### config.mk
export PLATFORM = sky130hd
export DESIGN_NAME = rtpjb_ctrl
export DESIGN_NICKNAME = d
export VERILOG_FILES = /design/src/rtl/core/rtpjb_pkg.sv /design/src/rtl/core/rtpjb_ctrl.sv
export SDC_FILE = /design/constraint.sdc
export NUM_CORES = 1
export LEC_CHECK = 0
export BUFFER_PORTS_ARGS = -buffer_cell sky130_fd_sc_hd__buf_4
export CAP_MARGIN = 20
export CORE_AREA = 3 3 40 42
export DETAILED_ROUTE_END_ITERATION = 10
export DIE_AREA = 0 0 43 45
export SLEW_MARGIN = 5
export SYNTH_ARGS = -nofsm -noshare
export SYNTH_HDL_FRONTEND = slang
export SYNTH_SLANG_ARGS = --single-unit
### constraint.sdc
create_clock -name clk -period 2.7 [get_ports clk]
set_clock_uncertainty 0.1 [all_clocks]
set_input_delay 0.54 -clock clk [delete_from_list [all_inputs] [get_ports clk]]
set_output_delay 0.54 -clock clk [all_outputs]
set_load 0.02 [all_outputs]
### src/rtl/core/rtpjb_pkg.sv
// Shared types, constants and helpers for the RTP jitter and reorder buffer.
// No dependencies; every other file of the block except rtpjb_ram imports this package.
`default_nettype none

package rtpjb_pkg;

	// Field widths of the transaction payloads.
	localparam int ACT_W    = 2;
	localparam int SEQ_W    = 16;
	localparam int TS_W     = 32;
	localparam int STAT_W   = 4;
	localparam int SLOT_O_W = 9;
	localparam int SFILL_W  = 10;

	// Reset value of the start fill register.
	localparam logic [SFILL_W-1:0] START_FILL_RESET = 10'd220;

	// Slot tags: a slot is ready when its tag equals the current epoch.
	// Tag zero never matches, so it marks an empty slot.
	localparam int                 EPOCH_W     = 4;
	localparam logic [EPOCH_W-1:0] EPOCH_NONE  = 4'd0;
	localparam logic [EPOCH_W-1:0] EPOCH_FIRST = 4'd1;
	localparam logic [EPOCH_W-1:0] EPOCH_MAX   = 4'd15;

	typedef enum logic [ACT_W-1:0] {
		ACT_PUT   = 2'd0,
		ACT_GET   = 2'd1,
		ACT_FLUSH = 2'd2,
		ACT_NOP   = 2'd3
	} action_t;

	typedef enum logic [STAT_W-1:0] {
		ST_IN_ORDER  = 4'd0,
		ST_AFTER_GAP = 4'd1,
		ST_LATE_USED = 4'd2,
		ST_DUPLICATE = 4'd3,
		ST_TOO_LATE  = 4'd4,
		ST_FRAME     = 4'd5,
		ST_NO_DATA   = 4'd6,
		ST_MISSING   = 4'd7,
		ST_FLUSHED   = 4'd8
	} status_t;

	typedef enum logic [2:0] {
		S_CLEAR,
		S_PEND,
		S_IDLE,
		S_MUL,
		S_LOOK,
		S_EXEC
	} state_t;

	// Commands from the controller to the datapath.
	typedef struct packed {
		logic latch;
		logic mul;
		logic look;
		logic exec;
		logic sweep;
		logic pend;
	} cmd_t;

	// Status from the datapath to the controller.
	typedef struct packed {
		logic in_nop;
		logic out_busy;
		logic need_sweep;
		logic sweep_last;
	} sts_t;

	// One result transaction.
	typedef struct packed {
		logic [STAT_W-1:0]   status;
		logic                resend_req;
		logic [SEQ_W-1:0]    resend_first;
		logic [SEQ_W-1:0]    resend_last;
		logic [SLOT_O_W-1:0] frame_slot;
		logic [SEQ_W-1:0]    frame_seq;
		logic [TS_W-1:0]     frame_time;
		logic                resume_out;
		logic                pause_flag;
		logic signed [15:0]  fill_level;
	} result_t;

	// Signed wrapping distance from one sequence number to another.
	function automatic logic signed [SEQ_W-1:0] seq_dist(input logic [SEQ_W-1:0] from_seq,
			input logic [SEQ_W-1:0] to_seq);
		return signed'(to_seq - from_seq);
	endfunction

endpackage

`default_nettype wire

### src/rtl/core/rtpjb_ctrl.sv
// Controller state machine of the jitter buffer: sequences accept, slot index,
// lookup, execute and tag sweeps. Depends on rtpjb_pkg.
`default_nettype none

module rtpjb_ctrl (
	input  logic            clk,
	input  logic            arst_n,
	input  logic            in_valid,
	output logic            in_ready,
	input  rtpjb_pkg::sts_t sts,
	output rtpjb_pkg::cmd_t cmd
);
	import rtpjb_pkg::*;

	state_t state_q;
	state_t state_d;

	// State register; reset starts with a sweep of the tag memory.
	always_ff @(posedge clk or negedge arst_n) begin
		if (!arst_n) begin
			state_q <= S_CLEAR;
		end else begin
			state_q <= state_d;
		end
	end

	// Next state and commands.
	always_comb begin
		state_d  = state_q;
		cmd      = '0;
		in_ready = 1'b0;
		unique case (state_q)
			S_CLEAR: begin
				cmd.sweep = 1'b1;
				if (sts.sweep_last) begin
					state_d = S_PEND;
				end
			end
			S_PEND: begin
				cmd.pend = 1'b1;
				state_d  = S_IDLE;
			end
			S_IDLE: begin
				in_ready = 1'b1;
				if (in_valid) begin
					cmd.latch = 1'b1;
					if (!sts.in_nop) begin
						state_d = S_MUL;
					end
				end
			end
			S_MUL: begin
				cmd.mul = 1'b1;
				state_d = S_LOOK;
			end
			S_LOOK: begin
				cmd.look = 1'b1;
				state_d  = S_EXEC;
			end
			S_EXEC: begin
				// Wait until the result register can take the new result.
				if (!sts.out_busy) begin
					cmd.exec = 1'b1;
					state_d  = sts.need_sweep ? S_CLEAR : S_IDLE;
				end
			end
			default: begin
				state_d = S_CLEAR;
			end
		endcase
	end

endmodule

`default_nettype wire

======== Yosys cells after proc, flatten, opt, wreduce, memory -nomap -nowiden ========
Index checks and enable logic that the tools add are counted.
operators by class
  equality and inequality tests ........... 9
  multiplexer cells ....................... 15
  reductions and logical operators ........ 2
operator list
  operator                                              number
  one-hot mux 3 bit (6 select lines)                    1
  2-to-1 mux 3 bit                                      4
  2-to-1 mux 1 bit                                      9
  != test 2 bit (second input constant)                 4
  equality test 3 x 2 -> 1 bit (second input constant)  2
  equality test 3 bit (second input constant)           2
  AND reduction 4 bit                                   1
  equality test 3 x 1 -> 1 bit (second input constant)  1
  zero test 3 bit                                       1
  2-to-1 mux 2 bit                                      1
word-level totals
  flip-flop bits (word level) ............. 3
  word-level logic and storage cells ...... 27

======== Logic depth before layout (Yosys ltp) ========
Gate-level depths: netlist of the first run.
  depth after elaboration ................. 3
  mapped depth ............................ 2
  gate-level depth less buffers ........... 2

======== Worst setup path before layout of the first run ========
Ideal clock, no wire load.
  kind .................................... input-to-output
  start ................................... input port sts[2] (netlist name)
  end ..................................... output port cmd[2] (netlist name)
  data arrival time ....................... 1.003 ns
  data required time ...................... 2.060 ns
  path slack .............................. 1.057 ns
  stages .................................. 2
  path buffers ............................ 0
  cells stage by stage .................... nor2b_1 nor2b_1
RTL lines
  what                line              text
  start: declaration  rtpjb_ctrl.sv:10  input rtpjb_pkg::sts_t sts,
  end: declaration    rtpjb_ctrl.sv:11  output rtpjb_pkg::cmd_t cmd

==> results of run 1 <==
what timing repair did:
item	4_1_cts	5_1_grt
endpoints found under the hold margin	3	0
endpoints found under the setup margin	0	0
hold buffers	1	0
gates resized for setup	0	0
kinds of logic after synthesis:
logic type             synth area share
AOI/OAI and AO/OA                 0.196
DFF                               0.392
buffers and inverters            0.0392
and+or+nand+nor                   0.373
cell type report:
type,count,area share
sequential,3,0.218
tap,15,0.0545
timing repair buffer,14,0.313
inverter,2,0.0218
clock buffer,4,0.0764
multi-input combinational,15,0.316
cell usage after synthesis (2+ instances only):
cell type / count / area share
dfrtp_1: 3 / 0.39
inv_1: 2 / 0.039
nor2_1: 2 / 0.039
nor2b_1: 2 / 0.065
layer usage:
metal / global-route usage / wire length, um
met5: 0 / 0
met4: 0.145 / 28
met3: 0.0319 / 62
met2: 0.0808 / 192
met1: 0.0850 / 252
where the power goes:
part	internal (mW)	switching, mW	leakage (nW)
sequential	0.0639	0.0386	0.0383
combinational	0.0971	0.0888	0.118
clock	0.0555	0.0258	0.0150
worst paths after layout:
path | end | slack [ns] | cells after the start
worst max-delay path | cmd[2] | 0.86 | 3
worst min-delay path | state_q[0] | 0.39 | 2
worst max register to register | state_q[2] | 1.61 | 2
worst min register to register | state_q[0] | 0.52 | 1
max in group asynchronous | state_q[1] | 1.87 | 2
min in group asynchronous | state_q[0] | 0.53 | 2
worst reg2reg max path, stage by stage (launching register included):
cell      delay, ns
dfrtp_1        0.48
and3b_1        0.23
o21bai_1       0.16
stage by stage:
step / setup WS, ns / total power, mW
after floorplan: 1.06 / 0.210
final: 0.864 / 0.370
after detailed placement: 0.964 / 0.289
after global routing: 0.729 / 0.406
after global placement: 0.988 / 0.288
after CTS: 0.854 / 0.373
==> results.md, run 1 <==
Timing
• FMAX: 545 MHz
• Total Neg Setup Slack: 0 ns
• headroom to the max-slew limit: 0.820
• Worst-Margin Slew: 0.271 ns
• RSZ-0062 raised after global routing: no
• period utilization: 0.680
• Hold Fails Final Rpt: 0
• Period minus WS final: 1.84 ns
• Setup Viol. Count Final: 0
• hold slack final: 0.392 ns
• final number of max-transition violations: 0

Setup path
• most prevalent standard cell on the critical path: nor2b_1
• category of cells accounting for the largest share of critical-path delay: flip-flops
• signal arrival time at the worst endpoint: 1.20 ns
• start point of the critical path: state_q[0]
• RR Startpoint: state_q[2]
• Worst Path Class, Setup: register to primary output
• count of buffer and inverter cells on the critical path: 1
• Data required, critical path: 2.06 ns
• critical path cell sequence: nor2b_1 -> nor2b_1 -> buf_4
• crit end category: primary output
• worst-path cell with the longest stage delay: dfrtp_1
• critical path fanouts, max: 9
• delay of the slowest cell on the worst path: 0.47 ns
• nature of the critical path startpoint: register

Layout
• Largest regs: state_q (3)
• post-layout instance count excluding filler cells: 53
• Design Area, Final: 344 um2
• multi-input gate area in the final layout: 109 um2
• register name with the most flops: state_q
• number of fillers in the final layout: 150
• most common library cell in the layout ignoring fill and taps: buf_4
• FF/Latch Area: 75.1 um2
• flip-flop count of the largest register, all copies and words added: 3
• most frequent cells in the layout: buf_4, clkbuf_4, dfrtp_1
• Area growth syn-to-layout: 79.7%
• fin nets: 46
• number of diodes: 0
• share of the core filled with cells in the final layout: 0.268
• fraction of layout instances using a drive strength above 1: 0.447

Synth
• Mapped Nets: 27
• cell area after synthesis: 191 um2
• FF+latch count, synth: 3
• Post-Syn Instances: 20
• proportion of register bits with asynchronous set or reset after synthesis: 1.00
• Synth Flop Type: dfrtp_1
• EDFF count, synth: 0
• number of distinct library cells after synthesis: 15
• sequential-to-total area share from yosys stat: 0.392
• Mean Syn Cell Area: 9.57 um2
• Yosys Warn Count: 0

Drt
• number of DRC markers after the initial detailed-route iteration: 1
• count of TritonRoute iterations in the first routing pass: 4
• number of design rule violations left after detail routing: 0
• via count of the routed design: 216
• WL final: 536 um
• remaining number of nets flagged by the antenna check after routing: 0
• wire per inst: 10.1 um
• routed vias/inst: 4.08

Global route
• grt total ovfl: 0
• global-route wire length before repair: 966 um
• antenna violations before repair: 0
• vias in the first global route: 228
• Global Route Usage Sum: 0.0785
• largest net degree at the start of global routing: 10

Min path
• Worst Hold Launch: sts[3]
• worst hold path type: input port to register

Floorplan
• die span in y: 45 um
• initial standard-cell utilization of the core: 0.149
• standard cell core area: 0.00128 mm2
• num rows: 13
• Die ar.: 0.00194 mm2
• top-level I/O count: 14
• DIE WIDTH: 43 um

Place
• hpwl dp: 378 um
• instance area at placement: 308 um2
• count of input and output buffers: 13
• final weighted congestion of routability-driven global placement: 0.726
• number of placed instances, taps included: 48

Clock network
• number of buffers created by CTS: 3
• number of levels the H-tree was split into: 1
• root buffer selected by CTS: clkbuf_4
• CTS clock-pin slew for the worst setup and hold paths: 0.04 ns
• Post-CTS Setup Repair Bufs: 0
• TritonCTS clock tree: done
• clock network latency to the later pin of the worst-skew pair: 0.24 ns
• CTS Buffer Depth: 2
• number of sinks driven by the clock tree: 3

Run status
• run status: complete, no violations

Pwr
• power density of the placed cells: 1070 mW/mm2
• worst vdd rail ir drop: 0.280 mV
• Static Leak: 0.172 nW

Run
• reported max-cap violation count: 0

Note: power is estimated with default switching activity, not from simulation.
==> run 2: changes to the inputs <==
--- a/config.mk
+++ b/config.mk
@@ -5,6 +5,7 @@
 export SDC_FILE = /design/constraint.sdc
 export NUM_CORES = 1
 export LEC_CHECK = 0
+export ABC_AREA = 1
 export BUFFER_PORTS_ARGS = -buffer_cell sky130_fd_sc_hd__buf_4
 export CAP_MARGIN = 20
 export CORE_AREA = 3 3 40 42
==> constraint.sdc (replaced) <==
create_clock -name clk -period 1.9 [get_ports clk]
set_clock_uncertainty 0.1 [all_clocks]
set_input_delay 0.38 -clock clk [delete_from_list [all_inputs] [get_ports clk]]
set_output_delay 0.38 -clock clk [all_outputs]
set_load 0.02 [all_outputs]
==> results.md, run 2 <==
Timing
• RSZ-0062 raised after global routing: no
• Period minus WS final: 1.61 ns
• Worst-Margin Slew: 0.192 ns, -0.0784 ns
• FMAX: 622 MHz
• headroom to the max-slew limit: 0.872, +0.0523
• period utilization: 0.846
• Total Neg Setup Slack: 0 ns, unchanged
• Setup Viol. Count Final: 0, unchanged
• Hold Fails Final Rpt: 0, unchanged
• final number of max-transition violations: 0, unchanged

Layout
• most common library cell in the layout ignoring fill and taps: buf_4
• Area growth syn-to-layout: 68.9%
• share of the core filled with cells in the final layout: 0.291, +0.0234
• register name with the most flops: state_q
• number of diodes: 0, unchanged
• post-layout instance count excluding filler cells: 67, +26%
• flip-flop count of the largest register, all copies and words added: 3, unchanged
• Design Area, Final: 374 um2, +8.7%
• most frequent cells in the layout: buf_4, nor2_1, inv_1
• fin nets: 60, +30%
• fraction of layout instances using a drive strength above 1: 0.423, -0.0243
• Largest regs: state_q (3)

Synth
• sequential-to-total area share from yosys stat: 0.339, -0.0532
• Synth top cells by count: nor2_1, inv_1, nand3_1
• largest area contributor in the synthesized netlist: dfrtp_1
• most area-consuming cells after synthesis: dfrtp_1, nor2_1, nand3_1, inv_1, inv_2
• leading cell type by number of instances after synthesis: nor2_1
• proportion of register bits with asynchronous set or reset after synthesis: 1.00, unchanged
• EDFF count, synth: 0, unchanged
• Post-Syn Instances: 34, +70%
• number of distinct library cells after synthesis: 13, -2
• area share of the largest cell type after synthesis: 0.339, -0.0532
• Mapped Nets: 41, +52%
• Mean Syn Cell Area: 6.51 um2, -32%
• Yosys Warn Count: 0, unchanged
• FF+latch count, synth: 3, unchanged
• cell area after synthesis: 221 um2, +16%
• Synth Flop Type: dfrtp_1

Global route
• antenna violations before repair: 0, unchanged
• vias in the first global route: 253, +11%
• grt total ovfl: 0, unchanged
• largest net degree at the start of global routing: 7, -3
• global-route wire length before repair: 924 um, -4.3%
• Global Route Usage Sum: 0.0684, -0.0100

Clock network
• root buffer selected by CTS: clkbuf_4
• CTS Buffer Depth: 2, unchanged
• Post-CTS Setup Repair Bufs: 0, unchanged
• CTS clock-pin slew for the worst setup and hold paths: 0.03 ns, about the same
• clock network latency to the later pin of the worst-skew pair: 0.23 ns, about the same
• TritonCTS clock tree: done
• number of levels the H-tree was split into: 1, unchanged
• number of buffers created by CTS: 3, unchanged
• number of sinks driven by the clock tree: 3, unchanged

Setup path
• delay of the slowest cell on the worst path: 0.43 ns, -0.04 ns
• Data required, critical path: 1.42 ns, -0.64 ns
• signal arrival time at the worst endpoint: 1.13 ns, -0.07 ns
• worst-path cell with the longest stage delay: dfrtp_1
• critical path cell sequence: nor2_1 -> inv_1 -> nor2_2 -> buf_4
• critical path fanouts, max: 6, -3
• count of buffer and inverter cells on the critical path: 2, +1
• nature of the critical path startpoint: register
• crit end category: primary output
• Worst Path Class, Setup: register to primary output
• category of cells accounting for the largest share of critical-path delay: flip-flops

Drt
• wire per inst: 8.31 um, -18%
• routed vias/inst: 4.09, +0.35%
• number of DRC markers after the initial detailed-route iteration: 0, -1
• count of TritonRoute iterations in the first routing pass: 1, -3
• WL final: 557 um, +3.9%
• remaining number of nets flagged by the antenna check after routing: 0, unchanged
• number of design rule violations left after detail routing: 0, unchanged
• via count of the routed design: 274, +27%

Place
• instance area at placement: 338 um2, +9.8%
• count of input and output buffers: 13, unchanged
• final weighted congestion of routability-driven global placement: 0.712, -1.9%
• number of placed instances, taps included: 62, +29%
• hpwl dp: 467 um, +23%

Min path
• worst hold path type: input port to register

Floorplan
• Die ar.: 0.00194 mm2, unchanged
• top-level I/O count: 14, unchanged
• initial standard-cell utilization of the core: 0.172, +0.0234
• num rows: 13, unchanged
• DIE WIDTH: 43 um, unchanged
• die span in y: 45 um, unchanged
• standard cell core area: 0.00128 mm2, unchanged

Pwr
• power density of the placed cells: 1600 mW/mm2, +49%
• worst vdd rail ir drop: 0.529 mV, +89%
• Static Leak: 0.215 nW, +25%

Run status
• run status: complete, no violations

Run
• reported max-cap violation count: 0, unchanged

run 2: cell count changes in the layout (fill, tap and decap cells not counted), moves of 2 or more:
| cell | before | now |
|---|---|---|
| nor2_1 | 2 | 8 |
| nand2_1 | 0 | 3 |
| nand3_1 | 0 | 4 |
| nor2b_1 | 2 | 0 |
| inv_2 | 0 | 3 |
| inv_1 | 2 | 5 |
run 2: routing by layer:
metal  GRT usage  wire, um
met1      0.0583       212
met2       0.120       305
met3      0.0359        39
met4      0.0542         0
met5           0         0
run 2: logic make-up (layout without fill, tap and decap cells):
kind of cell    after synthesis  in the layout  share of synthesized area
simple gates                 20             20                      0.458
flops                         3              3                      0.339
buf+inv                       8             26                      0.136
compound gates                3              3                     0.0678
run 2: cell type report:
| type | instances | area, um2 |
|---|---|---|
| timing repair buffer | 14 | 108 |
| sequential | 3 | 75.1 |
| fill | 152 | 911 |
| inverter | 8 | 30.0 |
| clock buffer | 4 | 26.3 |
| multi-input combinational | 23 | 116 |
| tap | 15 | 18.8 |
run 2: final timing paths:
kind,startpoint,to,cells past startpoint,slack (ns)
worst max-delay path,state_q[0],cmd[3],4,0.29
worst min-delay path,sts[1],state_q[1],4,0.37
worst max register to register,state_q[2],state_q[1],5,0.81
worst min register to register,state_q[2],state_q[2],3,0.58
max in group asynchronous,arst_n,state_q[1],2,1.22
min in group asynchronous,arst_n,state_q[2],2,0.39
run 2: where the power goes:
part           total, mW  switching, mW  internal (mW)
Clock              0.110         0.0310         0.0786
Combinational      0.355          0.214          0.141
Sequential         0.135         0.0408         0.0947
Total              0.600          0.286          0.315
run 2: through the flow:
step           power [mW]  setup slack, ns  hold WS (ns)
2_1_floorplan       0.368            0.519       -0.0156
3_3_place_gp        0.494            0.538        0.0701
3_5_place_dp        0.494            0.530        0.0716
4_1_cts             0.612            0.280         0.364
5_1_grt             0.658            0.189         0.402
6_report            0.600            0.292         0.373
run 2: timing repair:
item                                    in CTS  in global routing
endpoints found under the setup margin       0                  0
gates resized for setup                      0                  0
endpoints found under the hold margin        3                  0
hold buffers                                 1                  0
run 2: tightest hold or removal path: cells and delay by family:
kind	cells	cell delay, ns
AOI/OAI and AO/OA	1	0.08
and+or+nand+nor	2	0.12
buffers and inverters	1	0.08
==> run 3: changes to the inputs <==
--- a/config.mk
+++ b/config.mk
@@ -5,7 +5,7 @@
 export SDC_FILE = /design/constraint.sdc
 export NUM_CORES = 1
 export LEC_CHECK = 0
-export ABC_AREA = 1
+export ABC_AREA = 0
 export BUFFER_PORTS_ARGS = -buffer_cell sky130_fd_sc_hd__buf_4
 export CAP_MARGIN = 20
 export CORE_AREA = 3 3 40 42
==> constraint.sdc (replaced) <==
create_clock -name clk -period 1.5 [get_ports clk]
set_clock_uncertainty 0.1 [all_clocks]
set_input_delay 0.3 -clock clk [delete_from_list [all_inputs] [get_ports clk]]
set_output_delay 0.3 -clock clk [all_outputs]
set_load 0.02 [all_outputs]
==> results.md, run 3 (same netlist as run 1, synthesis figures left out) <==
Layout
• fraction of layout instances using a drive strength above 1: 0.641, +0.218
• fin nets: 47, -22%
• post-layout instance count excluding filler cells: 54, -19%
• number of fillers in the final layout: 141, -7.2%
• Area growth syn-to-layout: 106%
• Design Area, Final: 394 um2, +5.4%
• register name with the most flops: state_q
• most frequent cells in the layout: buf_4, clkbuf_4, dfrtp_2
• most common library cell in the layout ignoring fill and taps: buf_4
• share of the core filled with cells in the final layout: 0.307, +0.0156
• flip-flop count of the largest register, all copies and words added: 3, unchanged
• Largest regs: state_q (3)
• number of diodes: 0, unchanged

Floorplan
• num rows: 13, unchanged
• initial standard-cell utilization of the core: 0.149, -0.0234
• top-level I/O count: 14, unchanged
• Die ar.: 0.00194 mm2, unchanged
• die span in y: 45 um, unchanged
• DIE WIDTH: 43 um, unchanged
• standard cell core area: 0.00128 mm2, unchanged

Timing
• Period minus WS final: 1.50 ns
• Total Neg Setup Slack: 0 ns, unchanged
• hold slack final: 0.162 ns, -0.211 ns
• Setup Viol. Count Final: 0, unchanged
• final number of max-transition violations: 0, unchanged
• period utilization: 0.998
• headroom to the max-slew limit: 0.846, -0.0254
• RSZ-0062 raised after global routing: yes
• Final Worst Setup Slack: 0.00296 ns, -0.289 ns
• Worst-Margin Slew: 0.230 ns, +0.0374 ns
• FMAX: 668 MHz
• Hold Fails Final Rpt: 0, unchanged

Global route
• largest net degree at the start of global routing: 10, +3
• antenna violations before repair: 0, unchanged
• met1 track utilization from global routing: 0.0721, +0.0139
• global-route wire length before repair: 903 um, -2.3%
• most used routing layer in global routing: met2
• fraction of met3 tracks used by global routing: 0.0478, +0.0120
• grt met2 use: 0.0898, -0.0299
• grt total ovfl: 0, unchanged
• Global Route Usage Sum: 0.0649, -0.00356
• vias in the first global route: 218, -14%

Pwr
• power density of the placed cells: 1900 mW/mm2, +18%
• switching share of total power: 0.393, -0.0832
• power share of the clock group: 0.184, about the same
• switching pwr: 294 uW, +2.8%
• worst vdd rail ir drop: 0.767 mV, +45%
• Final Total Pwr: 748 uW, +25%
• Flop pwr share: 0.262, +0.036
• Static Leak: 0.182 nW, -15%
• internal power summed over all cells: 455 uW, +44%
• part of the total power dissipated in combinational logic: 0.554, -0.038

Drt
• number of design rule violations left after detail routing: 0, unchanged
• wire per inst: 10.9 um, +32%
• number of DRC markers after the initial detailed-route iteration: 1, +1
• WL final: 591 um, +6.1%
• via count of the routed design: 210, -23%
• remaining number of nets flagged by the antenna check after routing: 0, unchanged
• count of TritonRoute iterations in the first routing pass: 2, +1
• routed vias/inst: 3.89, -4.9%

Place
• instance area at placement: 308 um2, -8.9%
• final weighted congestion of routability-driven global placement: 0.730, +2.5%
• count of input and output buffers: 13, unchanged
• number of placed instances, taps included: 48, -23%
• Placement Setup Slack: 0.165 ns, -0.365 ns

Clock network
• CTS clock-pin slew for the worst setup and hold paths: 0.03 ns, about the same
• clock network latency to the later pin of the worst-skew pair: 0.23 ns, about the same
• number of sinks driven by the clock tree: 3, unchanged
• number of levels the H-tree was split into: 1, unchanged
• number of buffers created by CTS: 3, unchanged
• CTS Buffer Depth: 2, unchanged
• TritonCTS clock tree: done
• root buffer selected by CTS: clkbuf_4

Setup path
• worst-path cell with the longest stage delay: dfrtp_2
• delay of the slowest cell on the worst path: 0.45 ns, +0.02 ns
• critical path cell sequence: nor3_1 -> buf_4
• Data required, critical path: 1.10 ns, -0.32 ns
• critical path fanouts, max: 9, +3
• nature of the critical path startpoint: register
• Worst Path Class, Setup: register to primary output
• signal arrival time at the worst endpoint: 1.10 ns, -0.03 ns
• crit end category: primary output

Min path
• worst hold path type: input port to register

Run status
• run status: complete, no violations

Run
• reported max-cap violation count: 0, unchanged

-- run 3: worst max-delay path, delay by kind of cell, from the launching register on --
family	cells	cell delay [ns]
buffers and inverters	1	0.18
DFF	1	0.45
and+or+nand+nor	1	0.24
-- run 3: per-layer routing --
metal  share of wire  vias to the layer above  routed length, um
met5               0                        -                  0
li1                -                      110                  -
met1            0.45                       89                268
met2            0.44                       11                258
met3            0.11                        0                 65
met4               0                        0                  0
-- run 3: worst paths after layout --
| path | start | end | slack, ns | depth (start not counted) |
|---|---|---|---|---|
| min in group asynchronous | arst_n | state_q[2] | 0.30 | 2 |
| max | state_q[0] | cmd[1] | 0.003 | 2 |
| min reg2reg | state_q[1] | state_q[0] | 0.50 | 1 |
| max reg2reg | state_q[2] | state_q[0] | 0.42 | 3 |
| min | sts[3] | state_q[0] | 0.16 | 2 |
| max in group asynchronous | arst_n | state_q[1] | 0.89 | 2 |
-- run 3: cell type report --
class | instances | area [um2] | share of cell area
Sequential cell | 3 | 78.8 | 0.200
Inverter | 2 | 7.51 | 0.0190
Timing Repair Buffer | 15 | 123 | 0.311
Multi-Input combinational cell | 15 | 140 | 0.356
Tap cell | 15 | 18.8 | 0.0476
Clock buffer | 4 | 26.3 | 0.0667
-- run 3: power groups by stage --
stage	registers, mW	logic, mW	clock network, mW
global placement	0.182	0.338	0
finish	0.196	0.415	0.138
global route	0.211	0.443	0.157
CTS	0.189	0.345	0.145
detailed placement	0.183	0.339	0
floorplan	0.165	0.212	0
-- run 3: timing repair --
| item | in CTS | in global routing |
|---|---|---|
| hold buffers | 1 | 0 |
| resized for setup | 4 | 8 |
| hold endpoints to repair | 3 | 0 |
| endpoints found under the setup margin | 6 | 7 |
| setup buffers | 0 | 1 |
